<file path="config.mk">
export PLATFORM = sky130hd
export DESIGN_NAME = sit3_pipe_ctl
export DESIGN_NICKNAME = d
export VERILOG_FILES = /design/src/design/sit3_pkg.sv /design/src/design/sit3_pipe_ctl.sv
export SDC_FILE = /design/constraint.sdc
export NUM_CORES = 1
export LEC_CHECK = 0
export ABC_AREA = 1
export BUFFER_PORTS_ARGS = -buffer_cell sky130_fd_sc_hd__buf_2
export CORE_AREA = 2 2 39 41
export DETAILED_ROUTE_END_ITERATION = 12
export DIE_AREA = 0 0 41 43
export PLACE_DENSITY = 0.55
export SLEW_MARGIN = 5
export SYNTH_ARGS = -nofsm -noshare
export SYNTH_HDL_FRONTEND = slang
export SYNTH_SLANG_ARGS = --single-unit
</file>
<file path="constraint.sdc">
create_clock -name clock -period 1.86 [get_ports clock]
set_clock_uncertainty 0.2 [all_clocks]
set_input_delay 0.279 -clock clock [delete_from_list [all_inputs] [get_ports clock]]
set_output_delay 0.279 -clock clock [all_outputs]
set_load 0.1 [all_outputs]
</file>
<file path="src/design/sit3_pkg.sv">
// Shared constants and types for the segment crossing test pipeline.
package sit3_pkg;

   localparam int COORD_WIDTH_DEFAULT = 16;

   // Front difference stage, five stages per side test, output register.
   localparam int SIDE_STAGES = 5;
   localparam int NUM_STAGES  = SIDE_STAGES + 2;

   typedef struct packed {
      logic [NUM_STAGES-1:0] valid;
      logic [NUM_STAGES-1:0] advance;
   } pipe_ctl_type;

endpackage

</file>
<file path="src/design/sit3_pipe_ctl.sv">
// Valid and advance control for the stage chain, with bubble collapsing.
module sit3_pipe_ctl (
   input  logic                  clock,
   input  logic                  reset,
   input  logic                  in_valid,
   input  logic                  out_ready,
   output sit3_pkg::pipe_ctl_type ctl
);
   import sit3_pkg::*;

   localparam int LAST = NUM_STAGES - 1;

   logic [NUM_STAGES-1:0] valid_ff;
   logic [NUM_STAGES-1:0] valid_in;
   logic [NUM_STAGES-1:0] advance;

   always_comb begin
      advance[LAST] = !valid_ff[LAST] || out_ready;
      for (int i = LAST - 1; i >= 0; i--) begin
         advance[i] = !valid_ff[i] || advance[i+1];
      end
      valid_in[0] = advance[0] ? in_valid : valid_ff[0];
      for (int i = 1; i < NUM_STAGES; i++) begin
         valid_in[i] = advance[i] ? valid_ff[i-1] : valid_ff[i];
      end
   end

   always_ff @(posedge clock) begin
      if (reset) begin
         valid_ff <= '0;
      end else begin
         valid_ff <= valid_in;
      end
   end

   assign ctl.valid   = valid_ff;
   assign ctl.advance = advance;

   a_count_conserved: assert property (@(posedge clock) disable iff (reset)
      !$past(reset) |->
         $countones(valid_ff) == $past($countones(valid_ff))
            + int'($past(in_valid && advance[0]))
            - int'($past(valid_ff[LAST] && out_ready)))
      else $error("request count in pipeline not conserved");

   a_bubble_accepts: assert property (@(posedge clock) disable iff (reset)
      !(&valid_ff) |-> advance[0])
      else $error("pipeline has a bubble but refuses a request");

   a_stall_holds: assert property (@(posedge clock) disable iff (reset)
      valid_ff[LAST] && !out_ready |=> valid_ff[LAST])
      else $error("stalled result dropped");

endmodule

</file>
==> results.py <==
metrics = {
    "layout": {
        "reg_top3": "valid_ff (7)",
        "drive_gt1_frac": 0.566,
        "final_cell_mix": "15 x buf_2, 9 x inv_1, 5 x nor2_1, 4 x a21oi_1",
        "fill_cells": 156,
        "final_common_cell": "buf_2",
        "top_register": "valid_ff",
        "final_net_count": 58,
        "fin_util": 0.326,
        "n_antenna_cell": 0,
        "largest_reg_flops": 7,
        "syn_to_final_growth_pct": 59.0,
        "design_area_um2": 452,
    },
    "drt": {
        "wl_um": 619,
        "drtPass1Iterations": 2,
        "drtIter0Drc": 1,
        "via_per_inst": 4.04,
        "ant_nets": 0,
        "avgRoutedWirePerCell_um": 8.97,
        "post-route-drc-count": 0,
        "routed-via-count": 279,
    },
    "timing": {
        "worst_pin_slew_ns": 0.488,
        "layout_setup_ws_ns": 0.0745,
        "hold_viol": 0,
        "timing.final.crit_share": 0.960,
        "final_max_slew_viol_count": 0,
        "rsz0062_at_grt": "no",
        "period_needed_ns": 1.79,
        "setup_viol": 0,
        "slew_headroom": 0.677,
        "holdWs_ns": 0.0751,
        "maxClockFrequency_mhz": 560,
    },
    "placed_design": {
        "dpl.hpwl_um": 512,
        "placed_area_um2": 420,
        "portBuffers": 17,
        "place_congestion": 0.636,
        "pre_cts_slack_ns": 0.170,
    },
    "grt": {
        "grt_pass1_vias": 242,
        "grt_first_pass_wirelength_um": 966,
        "antenna_found_initial": 0,
        "grt_max_degree": 8,
        "globalRouteTotalUtil": 0.0845,
        "grt_overflow_total": 0,
    },
    "clock_network": {
        "ctsHtreeMaxLevel": 1,
        "cts-root-buf": "clkbuf_4",
        "clkLatencyLatePin_ns": 0.25,
        "numCtsBuffers": 3,
        "clock_sinks": 7,
        "path_clk_slew_ns": 0.05,
        "cts.path.max_buffers": 2,
        "cts_tree": "built",
        "cts_setup_buffers": 0,
    },
    "synthesis": {
        "synth.avg_cell_area_um2": 8.88,
        "synth_cells": 32,
        "synth-seq-area-share": 0.493,
        "syn_nets": 36,
        "syn_area_um2": 284,
        "ys_ff_latch": 7,
        "synth_cell_types": 10,
        "yosys_warnings": 0,
    },
    "critical_path": {
        "critPathArrivalTime_ns": 1.31,
        "critical_path_class": "reg -> out",
        "required_ns": 1.38,
        "worstSetupEndpointType": "primary output",
        "critPathLaunchType": "register",
        "path_max_fanout": 5,
    },
    "floorplan": {
        "die_y_um": 43,
        "pin_count": 18,
        "start_util": 0.205,
        "rows": 14,
        "core_area_um2": 1380,
        "dieArea_um2": 1760,
        "die_w_um": 41,
    },
    "run_status": {
        "status": "finished clean",
    },
    "power": {
        "totalPowerFinal_mw": 0.329,
        "leakage_nw": 0.200,
        "power.density_nw_per_um2": 729,
        "irDropWorstVdd_mv": 0.296,
    },
    "flow_run": {
        "drv_cap": 0,
    },
    "min_path": {
        "hold_class": "in -> reg",
    },
}
==> through the flow <==
stage | setup TNS [ns] | std cells
global placement | 0 | 65
finish | 0 | 69
detailed placement | 0 | 65
floorplan | -2.35 | 32
CTS | 0 | 69
global route | 0 | 69
==> power by group <==
part           switching, mW  leakage (nW)  internal (mW)  total [mW]
combinational         0.0327         0.125        0.00667      0.0393
clock                 0.0531        0.0150         0.0817       0.135
sequential           0.00531        0.0599          0.150       0.155
==> path summary, 6_finish.rpt <==
kind | from | depth (start not counted) | end | slack, ns
max | valid_ff[4]$_SDFFE_PP0P_ | 4 | ctl[2] | 0.07
min | in_valid | 3 | valid_ff[0]$_SDFFE_PP0P_ | 0.08
max reg2reg | valid_ff[4]$_SDFFE_PP0P_ | 4 | valid_ff[0]$_SDFFE_PP0P_ | 0.68
min reg2reg | valid_ff[4]$_SDFFE_PP0P_ | 2 | valid_ff[5]$_SDFFE_PP0P_ | 0.29
==> final cells by class <==
type / instances / area [um2] / area share
Multi-Input combinational cell: 16 / 129 / 0.285
Tap cell: 16 / 20.0 / 0.0443
Timing Repair Buffer: 17 / 90.1 / 0.199
Clock buffer: 4 / 26.3 / 0.0582
Inverter: 9 / 33.8 / 0.0748
Sequential cell: 7 / 153 / 0.338
==> critical path, cell delays in order (launching register included) <==
cell     delay (ns)
dfxtp_4        0.36
nand4_4        0.12
nor2_4         0.20
nand2_2        0.07
buf_2          0.30
==> cell usage after synthesis <==
| master | count | area [um2] |
|---|---|---|
| a21oi_1 | 4 | 20.0 |
| a21oi_2 | 1 | 8.76 |
| dfxtp_1 | 7 | 140 |
| inv_1 | 9 | 33.8 |
| nand2_1 | 2 | 7.51 |
| nand3_2 | 1 | 10.0 |
| nand4_2 | 1 | 12.5 |
| nand4_4 | 1 | 21.3 |
| nor2_1 | 5 | 18.8 |
| nor2_4 | 1 | 11.3 |
==> cells by family (layout without fill, tap and decap cells) <==
family                 Yosys count  count (layout)  share of synthesized area
AO/OA/AOI/OAI                    5               5                      0.101
AND/OR/NAND/NOR                 11              11                      0.286
buffers and inverters            9              30                      0.119
flip-flops                       7               7                      0.493
==> routing by layer <==
layer,global-route usage,share of wire
met2,0.119,0.45
met1,0.100,0.43
met4,0.0600,0
met5,0,0
met3,0.0314,0.12
==> timing repair <==
| item | in CTS | in global routing |
|---|---|---|
| endpoints found under the setup margin | 0 | 2 |
| gates resized for setup | 0 | 4 |
| hold buffers | 0 | 0 |
No activity file was read; power rests on OpenSTA's default activity.
