### src/design/sit3_pkg.sv
// Shared constants and types for the segment crossing test pipeline.
package sit3_pkg;

   localparam int COORD_WIDTH_DEFAULT = 16;

   // Front difference stage, five stages per side test, output register.
   localparam int SIDE_STAGES = 5;
   localparam int NUM_STAGES  = SIDE_STAGES + 2;

   typedef struct packed {
      logic [NUM_STAGES-1:0] valid;
      logic [NUM_STAGES-1:0] advance;
   } pipe_ctl_type;

endpackage

### src/design/sit3_front.sv
// Front stage: edge vectors of both segments and the X/Y bounding box check.
module sit3_front #(
   parameter int COORD_WIDTH = sit3_pkg::COORD_WIDTH_DEFAULT
) (
   input  logic                          clock,
   input  logic                          advance,
   input  logic signed [COORD_WIDTH-1:0] a_x,
   input  logic signed [COORD_WIDTH-1:0] a_y,
   input  logic signed [COORD_WIDTH-1:0] a_z,
   input  logic signed [COORD_WIDTH-1:0] b_x,
   input  logic signed [COORD_WIDTH-1:0] b_y,
   input  logic signed [COORD_WIDTH-1:0] b_z,
   input  logic signed [COORD_WIDTH-1:0] c_x,
   input  logic signed [COORD_WIDTH-1:0] c_y,
   input  logic signed [COORD_WIDTH-1:0] c_z,
   input  logic signed [COORD_WIDTH-1:0] d_x,
   input  logic signed [COORD_WIDTH-1:0] d_y,
   input  logic signed [COORD_WIDTH-1:0] d_z,
   output logic signed [COORD_WIDTH:0]   ab_x_ff,
   output logic signed [COORD_WIDTH:0]   ab_y_ff,
   output logic signed [COORD_WIDTH:0]   ab_z_ff,
   output logic signed [COORD_WIDTH:0]   ac_x_ff,
   output logic signed [COORD_WIDTH:0]   ac_y_ff,
   output logic signed [COORD_WIDTH:0]   ac_z_ff,
   output logic signed [COORD_WIDTH:0]   ad_x_ff,
   output logic signed [COORD_WIDTH:0]   ad_y_ff,
   output logic signed [COORD_WIDTH:0]   ad_z_ff,
   output logic signed [COORD_WIDTH:0]   cd_x_ff,
   output logic signed [COORD_WIDTH:0]   cd_y_ff,
   output logic signed [COORD_WIDTH:0]   cd_z_ff,
   output logic signed [COORD_WIDTH:0]   ca_x_ff,
   output logic signed [COORD_WIDTH:0]   ca_y_ff,
   output logic signed [COORD_WIDTH:0]   ca_z_ff,
   output logic signed [COORD_WIDTH:0]   cb_x_ff,
   output logic signed [COORD_WIDTH:0]   cb_y_ff,
   output logic signed [COORD_WIDTH:0]   cb_z_ff,
   output logic                          box_ok_ff
);
   import sit3_pkg::*;

   localparam int DIFF_W = COORD_WIDTH + 1;

   logic signed [COORD_WIDTH-1:0] ab_lo_x, ab_hi_x, cd_lo_x, cd_hi_x;
   logic signed [COORD_WIDTH-1:0] ab_lo_y, ab_hi_y, cd_lo_y, cd_hi_y;
   logic                          apart_x, apart_y;
   logic                          box_ok_in;

   always_comb begin
      ab_lo_x = (a_x < b_x) ? a_x : b_x;
      ab_hi_x = (a_x < b_x) ? b_x : a_x;
      cd_lo_x = (c_x < d_x) ? c_x : d_x;
      cd_hi_x = (c_x < d_x) ? d_x : c_x;
      ab_lo_y = (a_y < b_y) ? a_y : b_y;
      ab_hi_y = (a_y < b_y) ? b_y : a_y;
      cd_lo_y = (c_y < d_y) ? c_y : d_y;
      cd_hi_y = (c_y < d_y) ? d_y : c_y;
      apart_x = (ab_lo_x > cd_hi_x) || (ab_hi_x < cd_lo_x);
      apart_y = (ab_lo_y > cd_hi_y) || (ab_hi_y < cd_lo_y);
      box_ok_in = !apart_x && !apart_y;
   end

   always_ff @(posedge clock) begin
      if (advance) begin
         ab_x_ff   <= DIFF_W'(b_x) - DIFF_W'(a_x);
         ab_y_ff   <= DIFF_W'(b_y) - DIFF_W'(a_y);
         ab_z_ff   <= DIFF_W'(b_z) - DIFF_W'(a_z);
         ac_x_ff   <= DIFF_W'(c_x) - DIFF_W'(a_x);
         ac_y_ff   <= DIFF_W'(c_y) - DIFF_W'(a_y);
         ac_z_ff   <= DIFF_W'(c_z) - DIFF_W'(a_z);
         ad_x_ff   <= DIFF_W'(d_x) - DIFF_W'(a_x);
         ad_y_ff   <= DIFF_W'(d_y) - DIFF_W'(a_y);
         ad_z_ff   <= DIFF_W'(d_z) - DIFF_W'(a_z);
         cd_x_ff   <= DIFF_W'(d_x) - DIFF_W'(c_x);
         cd_y_ff   <= DIFF_W'(d_y) - DIFF_W'(c_y);
         cd_z_ff   <= DIFF_W'(d_z) - DIFF_W'(c_z);
         ca_x_ff   <= DIFF_W'(a_x) - DIFF_W'(c_x);
         ca_y_ff   <= DIFF_W'(a_y) - DIFF_W'(c_y);
         ca_z_ff   <= DIFF_W'(a_z) - DIFF_W'(c_z);
         cb_x_ff   <= DIFF_W'(b_x) - DIFF_W'(c_x);
         cb_y_ff   <= DIFF_W'(b_y) - DIFF_W'(c_y);
         cb_z_ff   <= DIFF_W'(b_z) - DIFF_W'(c_z);
         box_ok_ff <= box_ok_in;
      end
   end

endmodule

### config.mk
export PLATFORM = sky130hd
export DESIGN_NAME = sit3_front
export DESIGN_NICKNAME = d
export VERILOG_FILES = /design/src/design/sit3_pkg.sv /design/src/design/sit3_front.sv
export SDC_FILE = /design/constraint.sdc
export NUM_CORES = 1
export LEC_CHECK = 0
export ABC_AREA = 1
export BUFFER_PORTS_ARGS = -buffer_cell sky130_fd_sc_hd__buf_4
export CELL_PAD_IN_SITES_DETAIL_PLACEMENT = 0
export CELL_PAD_IN_SITES_GLOBAL_PLACEMENT = 1
export CORE_MARGIN = 5
export CORE_UTILIZATION = 43
export CTS_CLUSTER_SIZE = 30
export DETAILED_ROUTE_END_ITERATION = 16
export GPL_TIMING_DRIVEN = 0
export HOLD_SLACK_MARGIN = 0.02
export PLACE_DENSITY = 0.85
export SLEW_MARGIN = 20
export SYNTH_ARGS = -nofsm -noshare
export SYNTH_HDL_FRONTEND = slang
export SYNTH_SLANG_ARGS = --single-unit
### constraint.sdc
create_clock -name clock -period 5.22 [get_ports clock]
set_input_delay 1.044 -clock clock [delete_from_list [all_inputs] [get_ports clock]]
set_output_delay 1.044 -clock clock [all_outputs]
set_load 0.05 [all_outputs]
==> results of run 1 <==
cell usage in the layout, fill, tap and decap left out, types with 11 or more instances in the layout:
cell type,n
nand2_1,468
edfxtp_1,304
o21bai_1,14
a31oi_1,22
clkinv_1,11
o21ai_0,159
nand3_1,54
ha_1,354
clkbuf_1,56
a211oi_1,16
clkbuf_16,38
fa_1,18
buf_4,502
inv_1,328
nor2_1,147
nor3_1,14
a21oi_1,296
nand4_1,27
xnor2_1,66
xor2_1,198
o21ai_1,40
cells in the mapped netlist, drive strengths merged:
library cell / number
fa: 18
ha: 354
o21a: 5
and3: 1
a311oi: 1
a211oi: 16
nand3b: 6
a21o: 6
nor2: 149
nand4: 27
edfxtp: 304
nor3: 14
clkbuf: 55
xnor2: 66
a21boi: 13
o21ai: 199
inv: 335
o221ai: 6
clkinv: 1
a221o: 5
a2111oi: 2
a221oi: 5
nand2: 472
nor4b: 1
o311ai: 8
a31oi: 22
o21bai: 14
a21oi: 296
o2111ai: 10
o31ai: 5
a22oi: 1
o211ai: 10
nand3: 59
buf: 9
nor3b: 2
o221a: 8
nor4: 5
xor2: 199
layout make-up:
type	count	area, µm²
fill	5114	25890
multi-input combinational	2005	13720
buffer	64	256.5
antenna	1	2.502
tap	756	945.9
timing repair buffer	503	3844
inverter	336	1261
clock inverter	26	271.5
sequential	304	9129
clock buffer	41	962.2
stage by stage:
step,TNS [ps],power (W),utilization [%]
finish,0,0.01060,54.00
global route,0,0.01112,54.00
CTS,0,0.01066,53.98
detailed placement,-209.6,0.007966,51.79
global placement,-181.4,0.007918,51.63
floorplan,0,0.006441,-
layer usage:
| layer | global-route usage, % | wire length (µm) | vias up |
|---|---|---|---|
| met3 | 4.620 | 6187 | 125 |
| met4 | 7.604 | 2523 | 0 |
| met2 | 44.10 | 39900 | 784 |
| met1 | 34.23 | 34810 | 10160 |
| li1 | - | - | 10480 |
| met5 | 0 | 0 | - |
worst max-delay path, stage by stage:
cell and delay (ps):
buf_4 160, inv_1 250, ha_1 320, nand2_1 80, nor2_1 50, nand2_1 60
nand3_1 170, nand2_1 110, nand2_1 100, nand2_1 100, nand2_1 150, nand3_2 140
clkbuf_1 350, buf_1 390, nand2_1 100, o21ai_0 110, ha_1 280, a21oi_1 160
nor2_1 50, a211oi_1 210, o21ai_0 130, a21oi_1 230, xor2_1 180, a22oi_1 90
nand2_1 90, nor2_2 40
worst paths after layout:
kind | start | endpoint | slack [ps] | cells after the start
setup / recovery | a_x[1] | box_ok_ff | 420 | 26
hold / removal | c_z[0] | ac_z_ff[0] | 900 | 3
state kept, by name (all words and copies together) (netlist names):
name	cells
ab_x_ff	17
ab_y_ff	17
ab_z_ff	17
ac_x_ff	17
ac_y_ff	17
ac_z_ff	17
ad_x_ff	17
ad_y_ff	17
ad_z_ff	17
box_ok_ff	1
ca_x_ff	16
ca_y_ff	16
ca_z_ff	16
cb_x_ff	17
cb_y_ff	17
cb_z_ff	17
cd_x_ff	17
cd_y_ff	17
cd_z_ff	17
report_power, final:
| group | total [W] | switching [W] | internal [W] |
|---|---|---|---|
| combinational | 0.00454 | 0.00314 | 0.00140 |
| sequential | 0.00340 | 0.000167 | 0.00323 |
| clock | 0.00265 | 0.00107 | 0.00158 |
| total | 0.0106 | 0.00438 | 0.00621 |
kinds of logic after synthesis:
| kind of cell | after synthesis | synth area share, % |
|---|---|---|
| and+or+nand+nor | 736 | 12.41 |
| AOI/OAI and AO/OA | 632 | 14.62 |
| buffers and inverters | 400 | 6.221 |
| adders and majority gates | 372 | 19.67 |
| DFF | 304 | 37.48 |
| xor gates and xnor gates | 265 | 9.606 |
==> key figures, run 1 <==
Timing
  – Final worst path period share: between 90% and 100%
  – Final WS setup: slightly above 400 ps
  – Setup violators final: 0
  – Max Slew Vio Count: 0
  – WHS: between 800 and 900 ps
  – Unrepaired setup endpoints after global routing: false
  – Min Tclk post-route: 4805 ps
  – Slew headroom: approximately 37%
  – Final Hold Violating Endpoints: 0
  – Worst slew pin tran: 936.7 ps
  – Max Fclk: ~0.21 GHz

Floorplan
  – Io pins: between 500 and 600
  – Vert. Die Dim: between 200 and 250 µm
  – Die area: approximately 62000 µm²
  – Starting Density: between 40% and 50%
  – Die X: about 250 µm
  – CORE AREA: between 50000 and 60000 µm²
  – Cell row count: 87

Synth
  – Syn_area_per_cell: between 8 and 9 µm²
  – Synth top area share: 37.48%
  – Area leader, netlist: edfxtp_1
  – Gate Count Post-Synth: approximately 2700
  – Synth area leaders: edfxtp_1, ha_1, nand2_1
  – Synthesized area: roughly 24000 µm²
  – Mapped Nets: around 3300
  – Yosys warning total: 0
  – Yosys cell types: between 40 and 50
  – FF+latch count, synth: about 300
  – Share of the yosys chip area belonging to registers: 37.48%

Drt
  – Drt wl/cell: about 21 µm
  – DR DRC count: 0
  – DRT Wirelength: approximately 83 mm
  – Final ANT Viol Nets: 0
  – Drt pass-1 iters: 5
  – Via count: roughly 22000
  – 1st-iter DRT viols: 1682
  – Via density: 5.338

Clock network
  – CTS tree: done
  – Resized cells post-CTS: 0
  – Root Buffer Master: clkbuf_16
  – Cts hold-fix bufs: 0
  – Num CTS Buffers: 38
  – Clk slew on worst S/H paths: 50 ps
  – H-tree levels: 2
  – Sink Count: 304
  – Clock buffer depth: 3
  – Total setup buffers inserted after CTS: 0

Setup path
  – CP Max Fanout: 10
  – Worst setup SP type: primary input
  – Worst Setup End Kind: flop
  – Worst EP required: between 5000 and 6000 ps
  – Critical Path AT: 5120 ps
  – Kind of critical path: primary input to flop

Global routing
  – Grt ovf: 0
  – All-Layer GR Usage: between 20% and 30%
  – Vias in the first global route: approximately 21000
  – First-pass GRT wire length: between 100 and 150 mm
  – Largest net degree at the start of global routing: 94
  – Initial antenna violation count: 1

Placement
  – Placed Area: roughly 30000 µm²
  – GPL Wtd Cong: around 0.96
  – Dpl ws: -209.6 ps
  – Placed Cells: 3968
  – Port bufs: 500
  – Dpl hpwl: approximately 71 mm

Min path
  – Min-Delay Path Class: primary input to flop

Final layout
  – Layout Nets: about 3800
  – Layout area overhead: 24.78%
  – Fraction of layout cells with a size suffix above 1: roughly 18%
  – Design area: 30390 µm²
  – Post-Layout Cell Count: between 4000 and 5000

Power and ir drop
  – Leak pwr: 14.25 nW
  – Pwr/cell area: around 350 nW/µm²
  – Worst VDD drop: roughly 270 µV

Job
  – Max cap viols: 0

Outcome
  – Status: completed
(Power assumes the default switching activity.)
==> inputs of run 2 (changes only) <==
--- a/config.mk
+++ b/config.mk
@@ -7,15 +7,13 @@
 export LEC_CHECK = 0
 export ABC_AREA = 1
 export BUFFER_PORTS_ARGS = -buffer_cell sky130_fd_sc_hd__buf_4
-export CELL_PAD_IN_SITES_DETAIL_PLACEMENT = 0
-export CELL_PAD_IN_SITES_GLOBAL_PLACEMENT = 1
 export CORE_MARGIN = 5
-export CORE_UTILIZATION = 43
+export CORE_UTILIZATION = 61
 export CTS_CLUSTER_SIZE = 30
 export DETAILED_ROUTE_END_ITERATION = 16
 export GPL_TIMING_DRIVEN = 0
 export HOLD_SLACK_MARGIN = 0.02
-export PLACE_DENSITY = 0.85
+export PLACE_DENSITY = 0.9
 export SLEW_MARGIN = 20
 export SYNTH_ARGS = -nofsm -noshare
 export SYNTH_HDL_FRONTEND = slang
==> constraint.sdc (replaced) <==
create_clock -name clock -period 5.9 [get_ports clock]
set_input_delay 1.18 -clock clock [delete_from_list [all_inputs] [get_ports clock]]
set_output_delay 1.18 -clock clock [all_outputs]
set_load 0.05 [all_outputs]
==> key figures, run 2 (synthesized netlist as in run 1, its figures left out) <==
Global routing
  – Vias in the first global route: 22520
  – Largest net degree at the start of global routing: 114
  – All-Layer GR Usage: 35.86%
  – Initial antenna violation count: 7
  – Grt ovf: 0
  – First-pass GRT wire length: 124.2 mm

Floorplan
  – Cell row count: 73
  – Starting Density: slightly above 60%
  – Io pins: roughly 500
  – Die X: roughly 210 µm
  – CORE AREA: 39640 µm²
  – Vert. Die Dim: 209.8 µm
  – Die area: about 44000 µm²

Drt
  – DR DRC count: 0
  – Drt wl/cell: about 22 µm
  – Via count: 22610
  – Drt pass-1 iters: 6
  – DRT Wirelength: 82.36 mm
  – Final ANT Viol Nets: 0
  – 1st-iter DRT viols: about 2200
  – Via density: around 6

Min path
  – Min-Delay Path Class: primary input to flop
  – Min-Delay Startpoint: c_x[0]

Placement
  – Placed Area: roughly 29000 µm²
  – Dpl ws: roughly 430 ps
  – GPL Wtd Cong: between 0.9 and 1
  – Port bufs: 500
  – Dpl hpwl: between 60 and 70 mm

Timing
  – Max Slew Vio Count: 0
  – Final Hold Violating Endpoints: 0
  – Worst slew pin tran: ~750 ps
  – Unrepaired setup endpoints after global routing: false
  – Fin Setup TNS: 0 ps
  – Final WS setup: around 800 ps
  – Slew headroom: about 50%
  – Min Tclk post-route: around 5100 ps
  – Setup violators final: 0
  – Final worst path period share: between 80% and 90%
  – WHS: ~1100 ps
  – Max Fclk: ~0.20 GHz

Setup path
  – Critical Path AT: 5380 ps
  – Worst setup SP type: primary input
  – Crit. Startpoint: a_y[2]
  – Worst Setup End Kind: flop
  – Worst EP required: a little over 6000 ps
  – CP Max Fanout: 10
  – Kind of critical path: primary input to flop

Final layout
  – Commonest non-fill, non-tap cells in the layout: buf_4, nand2_1, ha_1
  – Sequential Area: about 9000 µm²
  – Fraction of layout cells with a size suffix above 1: between 15 and 20%
  – Layout Nets: 3815
  – Design area: approximately 30000 µm²
  – Commonest non-fill, non-tap cell in the layout: buf_4
  – Layout area overhead: 23.29%
  – Fill count: 2759
  – Multi-input logic area: between 10000 and 15000 µm²

Clock network
  – Num CTS Buffers: 35
  – Root Buffer Master: clkbuf_16
  – CTS tree: done
  – Clk slew on worst S/H paths: around 60 ps
  – Total setup buffers inserted after CTS: 0
  – Cts hold-fix bufs: 0
  – Sink Count: 304
  – Clock buffer depth: 3
  – Resized cells post-CTS: 0
  – H-tree levels: 2

Power and ir drop
  – Pwr/cell area: approximately 310 nW/µm²
  – Leak pwr: 14.20 nW
  – Worst VDD drop: 292.9 µV

Outcome
  – Status: completed

Job
  – Max cap viols: 0
==> run 2: report_power, final <==
group	total, W	internal, W	switching, W
Clock	0.00223	0.00129	0.000947
Combinational	0.00404	0.00124	0.00280
Sequential	0.00302	0.00286	0.000159
Total	0.00930	0.00539	0.00391
==> run 2: through the flow <==
stage	util (%)	std cells	total power [W]
final	75.75	3806	0.009298
after global routing	75.75	3806	0.009687
after CTS	75.71	3799	0.009266
after detailed placement	72.80	3737	0.007030
after global placement	72.57	3734	0.006932
after floorplan	-	2709	0.005699
==> run 2: cell type report <==
cell class              instances  share of cell area, %
diodes                          7                0.05833
repair buffers                503                  12.80
flip-flops and latches        304                  30.40
inverters                     336                  4.200
well taps                     525                  2.188
clock inverters                21                 0.7125
plain buffers                  64                 0.8458
multi-input cells            2005                  45.66
clock buffers                  41                  3.133
==> run 2: worst paths after layout <==
| kind | endpoint | slack (ps) | cells past startpoint |
|---|---|---|---|
| setup / recovery | box_ok_ff | 820 | 26 |
| hold / removal | cb_x_ff[0] | 1060 | 3 |
==> run 2: critical path, cell delays in order <==
cell and delay, ps:
buf_4 120, inv_1 190, ha_1 340, nand2_1 90, nand2_1 70, nand2_1 70, nand3_1 200, nand2_1 130
nand2_1 110, nand2_1 120, nand2_1 170, nand3_2 150, clkbuf_1 370, clkbuf_1 480, nand2_1 110, o21ai_0 110
ha_1 250, nand2_1 80, o21a_1 170, o221ai_1 180, nand2_1 120, o2111ai_1 130, xnor2_1 200, a22oi_1 110
nand2_1 90, nor2_2 30
==> run 2: metal layers <==
layer	GRT usage, %	part of all wire [%]	routed length, µm	vias up
li1	-	-	-	10470
met2	60.39	47	38990	1351
met4	19.28	6.1	5034	0
met3	6.906	9.7	8011	263
met1	43.64	37	30320	10530
met5	0	0	0	-
==> inputs of run 3 (changes only) <==
--- a/config.mk
+++ b/config.mk
@@ -9,6 +9,7 @@
 export BUFFER_PORTS_ARGS = -buffer_cell sky130_fd_sc_hd__buf_4
 export CORE_MARGIN = 5
 export CORE_UTILIZATION = 61
+export CTS_BUF_LIST = sky130_fd_sc_hd__clkbuf_16
 export CTS_CLUSTER_SIZE = 30
 export DETAILED_ROUTE_END_ITERATION = 16
 export GPL_TIMING_DRIVEN = 0
==> key figures, run 3 (synthesized netlist as in run 1, its figures left out) <==
Min path
  – Hold Path Stages: 3
  – Hold endpoint: cb_x_ff[0]
  – Min-Delay Startpoint: c_x[0]
  – Min-Delay Path Class: primary input to flop

Floorplan
  – Die area: between 40000 and 50000 µm²
  – Vert. Die Dim: around 210 µm
  – Starting Density: 61.44%
  – Die X: between 200 and 250 µm
  – Io pins: roughly 500
  – CORE AREA: just under 40000 µm²
  – Cell row count: 73

Final layout
  – Fraction of layout cells with a size suffix above 1: roughly 18%
  – Commonest non-fill, non-tap cells in the layout: buf_4, nand2_1, ha_1
  – Final Util: 75.75%
  – Design area: about 30000 µm²
  – Multi-input logic area: 13710 µm²
  – Sequential Area: a little over 9000 µm²
  – Layout Nets: around 3800
  – Layout area overhead: 23.29%
  – Fill count: 2759
  – Commonest non-fill, non-tap cell in the layout: buf_4

Drt
  – Drt pass-1 iters: 6
  – 1st-iter DRT viols: about 2200
  – Final ANT Viol Nets: 0
  – Via density: 5.941
  – DRT Wirelength: between 80 and 90 mm
  – Drt wl/cell: around 22 µm
  – Via count: 22610
  – DR DRC count: 0

Setup path
  – Kind of critical path: primary input to flop
  – CP Max Fanout: 10
  – Worst setup SP type: primary input
  – Worst path buffer plus inverter count: 4
  – Crit. Startpoint: a_y[2]
  – Worst Setup End Kind: flop
  – Worst EP required: approximately 6200 ps
  – Critical path's top delay family: simple AND/OR/NAND/NOR gates
  – Cell mode on critical path: nand2_1
  – Critical Path AT: 5390 ps
  – Critical path's largest stage delay: approximately 500 ps
  – Critical-path cell with the highest stage delay: clkbuf_1

Placement
  – Placed Area: a little under 30000 µm²
  – GPL Wtd Cong: 0.9736
  – Port bufs: 500
  – Dpl hpwl: roughly 70 mm

Timing
  – Max Slew Vio Count: 0
  – Max Fclk: 0.1966 GHz
  – Final Hold Violating Endpoints: 0
  – Slew headroom: 49.25%
  – Min Tclk post-route: 5087 ps
  – Final worst path period share: 86.22%
  – Fin Setup TNS: 0 ps
  – Unrepaired setup endpoints after global routing: false
  – Worst slew pin tran: 754.2 ps
  – Setup violators final: 0

Power and ir drop
  – Internal Pwr Total: 0.005384 W
  – Sequential power share: 32.5%
  – Clock power share: between 20% and 30%
  – Worst VDD drop: slightly below 300 µV
  – PnR Total Power: around 0.0093 W
  – Sw Ratio: a little over two fifths
  – Switching pwr: 0.003907 W
  – Combinational Power Share: 43.5%
  – Pwr/cell area: between 300 and 400 nW/µm²
  – Leak pwr: 14.22 nW

Global routing
  – Grt ovf: 0
  – All-Layer GR Usage: 35.86%
  – First-pass GRT wire length: around 120 mm
  – Largest net degree at the start of global routing: 114
  – Initial antenna violation count: 7
  – Vias in the first global route: 22520

Clock network
  – Root Buffer Master: clkbuf_16
  – Clk slew on worst S/H paths: 60 ps
  – CTS tree: done
  – Clock buffer depth: 3
  – H-tree levels: 2
  – Num CTS Buffers: 35
  – Total setup buffers inserted after CTS: 0
  – Sink Count: about 300
  – Resized cells post-CTS: 0
  – Cts hold-fix bufs: 0

Outcome
  – Status: completed

Job
  – Max cap viols: 0
run 3: cell types whose count changed in the layout (fill, tap and decap cells not counted), sizes merged:
cell and delta:
clkbuf -4, inv +4
run 3: stage by stage:
step / setup slack, ps / instances / hold slack, ps
6_report: 813.1 / 3806 / 1057
5_1_grt: 517.6 / 3806 / 1056
4_1_cts: 971.8 / 3799 / 1037
3_5_place_dp: 425.8 / 3737 / 1623
3_3_place_gp: 608.0 / 3734 / 1605
2_1_floorplan: 1502 / 2709 / 1293
run 3: layer usage:
layer / wire (µm) / global-route usage [%] / vias up
li1: - / - / 10460
met5: 0 / 0 / -
met3: 8174 / 6.906 / 273
met2: 38890 / 60.39 / 1375
met4: 5130 / 19.28 / 0
met1: 30170 / 43.64 / 10500
run 3: tightest hold or removal path, cell delays in order:
cell	delay, ps
buf_4	110
ha_1	120
inv_1	30
run 3: how the worst max path moves through the flow:
stage	endpoint	slack, ps	cells past startpoint
after floorplan	box_ok_ff	1500	25
after global placement	box_ok_ff	610	24
after detailed placement	box_ok_ff	430	24
after CTS	box_ok_ff	970	24
after global routing	box_ok_ff	520	26
final	box_ok_ff	810	26
run 3: layout make-up:
cell class                      count  share of cell area, %
Buffer                             64                 0.8458
Tap cell                          525                  2.188
Inverter                          336                  4.200
Clock buffer                       37                  3.083
Sequential cell                   304                  30.40
Multi-Input combinational cell   2005                  45.66
Clock inverter                     25                 0.7625
Antenna cell                        7                0.05833
Timing Repair Buffer              503                  12.80
run 3: power by group through the flow:
stage / logic (W) / clock network (W) / registers (W)
floorplan: 0.00148 / 0 / 0.00421
global placement: 0.00387 / 0 / 0.00306
detailed placement: 0.00398 / 0 / 0.00305
CTS: 0.00401 / 0.00224 / 0.00302
global route: 0.00430 / 0.00234 / 0.00304
finish: 0.00404 / 0.00223 / 0.00302
